[config.mk]
export PLATFORM = sky130hd
export DESIGN_NAME = abad_ctrl
export DESIGN_NICKNAME = d
export VERILOG_FILES = /design/src/sv/abad_pkg.sv /design/src/sv/abad_ctrl.sv
export SDC_FILE = /design/constraint.sdc
export NUM_CORES = 1
export LEC_CHECK = 0
export ABC_CLOCK_PERIOD_IN_PS = 2100
export BUFFER_PORTS_ARGS = -buffer_cell sky130_fd_sc_hd__buf_4
export CAP_MARGIN = 20
export CORE_ASPECT_RATIO = 1.1
export CORE_MARGIN = 4
export CORE_UTILIZATION = 35
export CTS_BUF_LIST = sky130_fd_sc_hd__clkbuf_4 sky130_fd_sc_hd__clkbuf_8
export DETAILED_ROUTE_END_ITERATION = 8
export PLACE_DENSITY_LB_ADDON = 0.2
export SETUP_SLACK_MARGIN = 0.02
export SYNTH_ARGS = -nofsm -noshare
export SYNTH_HDL_FRONTEND = slang
export SYNTH_SLANG_ARGS = --single-unit
[constraint.sdc]
create_clock -name clock -period 2.1 [get_ports clock]
set_input_delay 0.63 -clock clock [delete_from_list [all_inputs] [get_ports clock]]
set_output_delay 0.63 -clock clock [all_outputs]
set_load 0.005 [all_outputs]
[src/sv/abad_pkg.sv]
// Shared constants, codes and control/status structs for the adaptive binary
// arithmetic decoder. No dependencies.
`timescale 1ns / 1ps

package abad_pkg;

   // context model
   localparam int CONTEXT_BITS = 8;
   localparam int CTX_COUNT    = 1 << CONTEXT_BITS;
   localparam int CNT_W        = 28;
   localparam int PAIR_W       = 2 * CNT_W;
   localparam logic [CNT_W-1:0] CNT_LIMIT = 28'hFFFFFFF;

   // interval and probability
   localparam int RANGE_W = 64;
   localparam int PROB_W  = 32;
   localparam logic [PROB_W-1:0] PROB_RESET = 32'hFFFFFFFF;
   localparam logic [7:0] FILL_BYTE = 8'hFF;

   // divider: divisor c0 + c1 + 2 fits CNT_W + 2 bits, quotient below 2^32
   localparam int DEN_W  = CNT_W + 2;
   localparam int QUO_W  = PROB_W;
   localparam int STEP_W = $clog2(QUO_W + 1);

   // owed-byte bookkeeping
   localparam int OWED_W = 4;
   localparam logic [OWED_W-1:0] MAX_SHIFTS = 4'd8;

   // word kinds on the request side
   localparam logic REQ_BYTE   = 1'b0;
   localparam logic REQ_DECODE = 1'b1;

   typedef enum logic [1:0] {
      ST_OK      = 2'd0,
      ST_REFUSED = 2'd1,
      ST_IGNORED = 2'd2
   } rsp_status_type;

   typedef enum logic [9:0] {
      S_IDLE   = 10'b00_0000_0001,
      S_DIFF   = 10'b00_0000_0010,
      S_MUL    = 10'b00_0000_0100,
      S_SPLIT  = 10'b00_0000_1000,
      S_BITSEL = 10'b00_0001_0000,
      S_UPDATE = 10'b00_0010_0000,
      S_READ   = 10'b00_0100_0000,
      S_LOAD   = 10'b00_1000_0000,
      S_DIV    = 10'b01_0000_0000,
      S_RESP   = 10'b10_0000_0000
   } state_type;

   typedef struct packed {
      logic take_byte;
      logic ignore_byte;
      logic refuse;
      logic diff;
      logic mul;
      logic split;
      logic bitsel;
      logic update;
      logic rd_ctx;
      logic div_start;
      logic renorm;
      logic finish;
      logic out_load;
   } ctrl_cmd_type;

   typedef struct packed {
      logic pending_zero;
      logic div_busy;
      logic renorm_done;
   } dp_status_type;

endpackage

[src/sv/abad_ctrl.sv]
// Decoder controller: one-hot sequencer issuing datapath commands and owning
// both handshakes. Depends on abad_pkg.
`timescale 1ns / 1ps

module abad_ctrl (
   input  logic                      clock,
   input  logic                      reset,
   input  logic                      req_tvalid,
   input  logic                      req_type,
   input  logic                      rsp_tready,
   input  abad_pkg::dp_status_type   status,
   output logic                      req_tready,
   output logic                      rsp_tvalid,
   output abad_pkg::ctrl_cmd_type    cmd
);

   abad_pkg::state_type state_ff, state_in;
   logic                out_valid_ff, out_valid_in;
   logic                slot_free;

   assign slot_free = !out_valid_ff || rsp_tready;

   always_comb begin
      state_in = state_ff;
      cmd      = '0;
      case (state_ff)
         abad_pkg::S_IDLE: begin
            if (req_tvalid) begin
               if (req_type == abad_pkg::REQ_DECODE) begin
                  if (status.pending_zero) begin
                     cmd.diff   = 1'b1;
                     cmd.rd_ctx = 1'b1;
                     state_in   = abad_pkg::S_MUL;
                  end else begin
                     cmd.refuse = 1'b1;
                     state_in   = abad_pkg::S_RESP;
                  end
               end else begin
                  cmd.take_byte   = !status.pending_zero;
                  cmd.ignore_byte = status.pending_zero;
                  state_in        = abad_pkg::S_RESP;
               end
            end
         end
         abad_pkg::S_DIFF: begin
            cmd.diff   = 1'b1;
            cmd.rd_ctx = 1'b1;
            state_in   = abad_pkg::S_MUL;
         end
         abad_pkg::S_MUL: begin
            cmd.mul  = 1'b1;
            state_in = abad_pkg::S_SPLIT;
         end
         abad_pkg::S_SPLIT: begin
            cmd.split = 1'b1;
            state_in  = abad_pkg::S_BITSEL;
         end
         abad_pkg::S_BITSEL: begin
            cmd.bitsel = 1'b1;
            state_in   = abad_pkg::S_UPDATE;
         end
         abad_pkg::S_UPDATE: begin
            cmd.update = 1'b1;
            cmd.renorm = 1'b1;
            state_in   = abad_pkg::S_READ;
         end
         abad_pkg::S_READ: begin
            cmd.rd_ctx = 1'b1;
            cmd.renorm = 1'b1;
            state_in   = abad_pkg::S_LOAD;
         end
         abad_pkg::S_LOAD: begin
            cmd.div_start = 1'b1;
            cmd.renorm    = 1'b1;
            state_in      = abad_pkg::S_DIV;
         end
         abad_pkg::S_DIV: begin
            cmd.renorm = 1'b1;
            if (!status.div_busy && status.renorm_done) begin
               cmd.finish = 1'b1;
               state_in   = abad_pkg::S_RESP;
            end
         end
         abad_pkg::S_RESP: begin
            if (slot_free) begin
               cmd.out_load = 1'b1;
               state_in     = abad_pkg::S_IDLE;
            end
         end
         default: begin
            state_in = abad_pkg::S_IDLE;
         end
      endcase
   end

   always_comb begin
      if (cmd.out_load) begin
         out_valid_in = 1'b1;
      end else if (rsp_tready) begin
         out_valid_in = 1'b0;
      end else begin
         out_valid_in = out_valid_ff;
      end
   end

   always_ff @(posedge clock) begin
      if (reset) begin
         state_ff     <= abad_pkg::S_IDLE;
         out_valid_ff <= 1'b0;
      end else begin
         state_ff     <= state_in;
         out_valid_ff <= out_valid_in;
      end
   end

   assign req_tready = (state_ff == abad_pkg::S_IDLE);
   assign rsp_tvalid = out_valid_ff;

endmodule

Yosys cells after proc, flatten, opt, wreduce, memory -nomap -nowiden
Index checks and enable logic that the tools add are counted.
{ "totals": {"register_bits": 11, "elab_cells": 52, "output_inout_bits": 15, "in_bits": 8} }
{ "op_classes": {"n_mux": 28, "n_eq_ne": 13, "n_reduce_logical": 9} }
{ "ops": {"columns": ["op", "n"], "rows": [
  ["$pmux W10 S10", 1],
  ["$mux W10", 5],
  ["$mux W1", 16],
  ["$eq A10 B1 Y1 const B", 1],
  ["$eq A10 B10 Y1 const B", 1],
  ["$eq A10 B2 Y1 const B", 1],
  ["$eq A10 B3 Y1 const B", 1],
  ["$eq A10 B4 Y1 const B", 1],
  ["$eq A10 B5 Y1 const B", 1],
  ["$eq A10 B6 Y1 const B", 1],
  ["$eq A10 B7 Y1 const B", 1],
  ["$eq A10 B8 Y1 const B", 1],
  ["$eq A10 B9 Y1 const B", 1],
  ["$ne A2 B2 Y1 const B", 3],
  ["$mux W2", 2],
  ["$mux W4", 1],
  ["$pmux W1 S2", 2],
  ["$reduce_or A4 Y1", 1],
  ["$logic_not A1 Y1", 3],
  ["$mux W3", 1],
  ["$reduce_and A3 Y1", 1],
  ["$reduce_bool A2 Y1", 1],
  ["$reduce_or A2 Y1", 1],
  ["$logic_and A1 B1 Y1", 1],
  ["$logic_or A1 B1 Y1", 1]
]} }

Depth between registers and ports, before layout
{ "depth": {"word_depth": 5, "mapped_depth": 5, "mapped_depth_nobuf": 5} }

Worst setup path before layout
Ideal clock, no wire load.
{ "synth_path": {"kind": "input -> output", "start": "in rsp_tready", "end": "out cmd[0] in the netlist's numbering", "setup_slack_ns": 0.230, "arrival_ns": 1.240, "n_path_buf": 1, "stages": 3, "required_time_ns": 1.470, "path_cell_list": "or2b_2 > and2b_2 > buf_4"} }
{ "synth_rtl": {"columns": ["item", "line", "rtl"], "rows": [
  ["start: declaration", "abad_ctrl.sv:10", "input logic rsp_tready,"],
  ["end: declaration", "abad_ctrl.sv:14", "output abad_pkg::ctrl_cmd_type cmd"]
]} }

==> qor.csv <==
metric;value;unit
Starting Density;0.372;
antenna violations before repair;0;
# clock sinks;10;
Clock Latency Late Sink;260;ps
detailed-route DRC error count;0;
crit start category;flip-flop;
cell count after synthesis;68;
CP Depth;4;
htree depth;1;
P_leak;0.400;nW
Final Cycle Share;1.01;
xor-xnor portion of the synthesized cell area;0.0149;
Main synth FF type;dfxtp_1;
data arrival time of the worst path;1480;ps
Core Box Area;1580;µm²
Detail Placement HPWL;1.15;mm
slowest CP cell;dfxtp_4;
I/O pin cnt;23;
final setup vio count;1;
grt total ovfl;0;
GR Util All Layers;0.155;
Worst Max-Slew Pin Slew;393;ps
Max VDD drop;434;µV
violated checks;negative setup slack;
critical path, cell by cell;nor4_4 > nand3b_1 > and2b_1 > buf_4;
fraction of layout cells with a size suffix above 1;0.614;
Fin Hold WS;541;ps
ys async rst share;0;
CTS max path bufs;2;
post-synthesis mux area share;0;
Post-DP Area;781;µm²
Final Hold Viols;0;
Max FO, Critical Path;6;
Area Overhead vs Synth;61.4;%
top cells by area, synth;dfxtp_1, nor3_1, nor2_1, nand4_2, and2b_1;
vias in the first global route;634;
status;finished with violations;
unrepaired setup endpoints after global routing;true;
DR vias;646;
Die W;47.0;µm
WL/cell;13.6;µm
synth cell count leaders;dfxtp_1, nor2_1, nor3_1;
Nets;111;
die height;50.9;µm
CTS tree;yes;
Compound-Gate Fraction of Synth Area;0.151;
Fillers;140;
CP top delay family;simple AND/OR/NAND/NOR gates;
Final Slew Violations;0;
Die ar.;2400;µm²
count leader, synth;dfxtp_1;
max_cap viols;0;
sequential-to-total area share from yosys stat;0.341;
area share of fa/ha/maj cells after synthesis;0;
Final WS setup;-13.4;ps
antenna-violating nets left;0;
synth warn;0;
largest net degree at the start of global routing;9;
Hold Path Class;flip-flop to flip-flop;
cell count of the worst reg-to-reg path;6;
total power per unit cell area;557;nW/µm²
Routed Wire Length;1.60;mm
fin area;947;µm²
Post-synth EDFFs;0;
Post-Syn Nets;76;
Crit. End Element;primary output;
Hold Buf Count CTS;0;
Synth Area in Simple Gates;0.467;
top cell type's share of synthesized area;0.341;
delay of the slowest critical-path stage;370;ps
final core utilization;0.601;
Post-Synthesis Cell Area;587;µm²
# rows;15;
fmax;0.473;GHz
first-pass GRT wire length;2.65;mm
Tmin final;2110;ps
n_diodes;0;
Yosys top cell by area;dfxtp_1;
CTS Buf Count;3;
Setup Crit Path Kind;flip-flop to primary output;
worst-case headroom to the max-slew limit;0.738;
Buf/Inv on CP;1;
clock skew;3.48;ps
clock transition at the registers of the reported paths;70;ps
Post-Syn Area per Cell;8.63;µm²
DRT Pass-1 Iters;5;
worst hold stages;2;
clk root buf;clkbuf_4;
drt initial violations;4;
DR vias/cell;5.47;
Worst Path Required;1470;ps
largest family of logic cells by synthesized area;simple AND/OR/NAND/NOR gates;
gpl congestion;0.741;
distinct cell type count after synthesis;33;
FF+latch count, synth;10;
Buffers on Ports;22;
[logic make-up (layout without fill, tap and decap cells)]
| kind of cell | Yosys count | count (layout) |
|---|---|---|
| and+or+nand+nor | 42 | 42 |
| xor gates and xnor gates | 1 | 1 |
| AOI/OAI and AO/OA | 12 | 12 |
| buffers and inverters | 3 | 36 |
| DFF | 10 | 10 |
[placed cells by master, fill, tap and decap left out, types with 2 or more instances in the layout]
cell      count
a21oi_1       2
and2b_1       3
buf_4        29
buf_6         2
clkbuf_4      3
dfxtp_1       4
dfxtp_2       4
dfxtp_4       2
nand2_1       3
nand2_2       2
nand3b_1      2
nand4_2       2
nor2_1        7
nor3_1        6
nor3_2        2
nor3_4        2
nor3b_2       2
or4b_1        2
[path summary, 6_finish.rpt]
check | from | end | slack [ps]
worst min register to register | state_ff[5] | state_ff[6] | 540
worst min-delay path | state_ff[5] | state_ff[6] | 540
worst max-delay path | state_ff[2] | cmd[3] | -10
worst max register to register | state_ff[2] | state_ff[0] | 520
[registers in the layout, summed over array words and instances (netlist names)]
name and cells:
rsp_tvalid 1, state_ff 9
[stage by stage]
step	instances	setup WS, ps	total power, mW	setup TNS [ps]
2_1_floorplan	68	230	0.288	0
3_3_place_gp	108	107	0.342	0
3_5_place_dp	108	96.4	0.344	0
4_1_cts	117	-40.3	0.512	-72.5
5_1_grt	118	-90.6	0.562	-477
6_report	118	-13.4	0.527	-13.4
[metal layers]
layer  vias up  global-route usage  wire (µm)
met5         -                   0          0
met4         0              0.0691         16
met3         2              0.0458         89
met2        14               0.262        859
met1       313               0.170        635
li1        317                   -          -
[cell type report]
class,instances,area [µm²],area share
flip-flops and latches,10,213,0.225
clock buffers,3,22.5,0.0238
repair buffers,31,240,0.254
multi-input cells,55,443,0.468
inverters,2,7.51,0.00793
well taps,17,21.3,0.0225
[where the power goes]
group | internal, mW | total (mW) | switching (mW)
logic | 0.101 | 0.183 | 0.0821
registers | 0.197 | 0.214 | 0.0173
clock network | 0.0661 | 0.130 | 0.0641
total | 0.364 | 0.527 | 0.164
[worst register-to-register path, cell delays in order (launching register included)]
cell      delay, ps
dfxtp_4         370
nor3_4          210
nand4_2         140
buf_4           150
buf_4           130
o21bai_2        320
o21bai_1        180
[repair_timing]
| item | CTS | global route |
|---|---|---|
| setup buffers | 6 | 1 |
| setup endpoints to repair | 10 | 13 |
| cloned | 0 | 0 |
| gates resized for setup | 15 | 9 |
| pin swaps | 7 | 6 |
| hold endpoints to repair | 0 | 0 |
(Power assumes the default switching activity.)
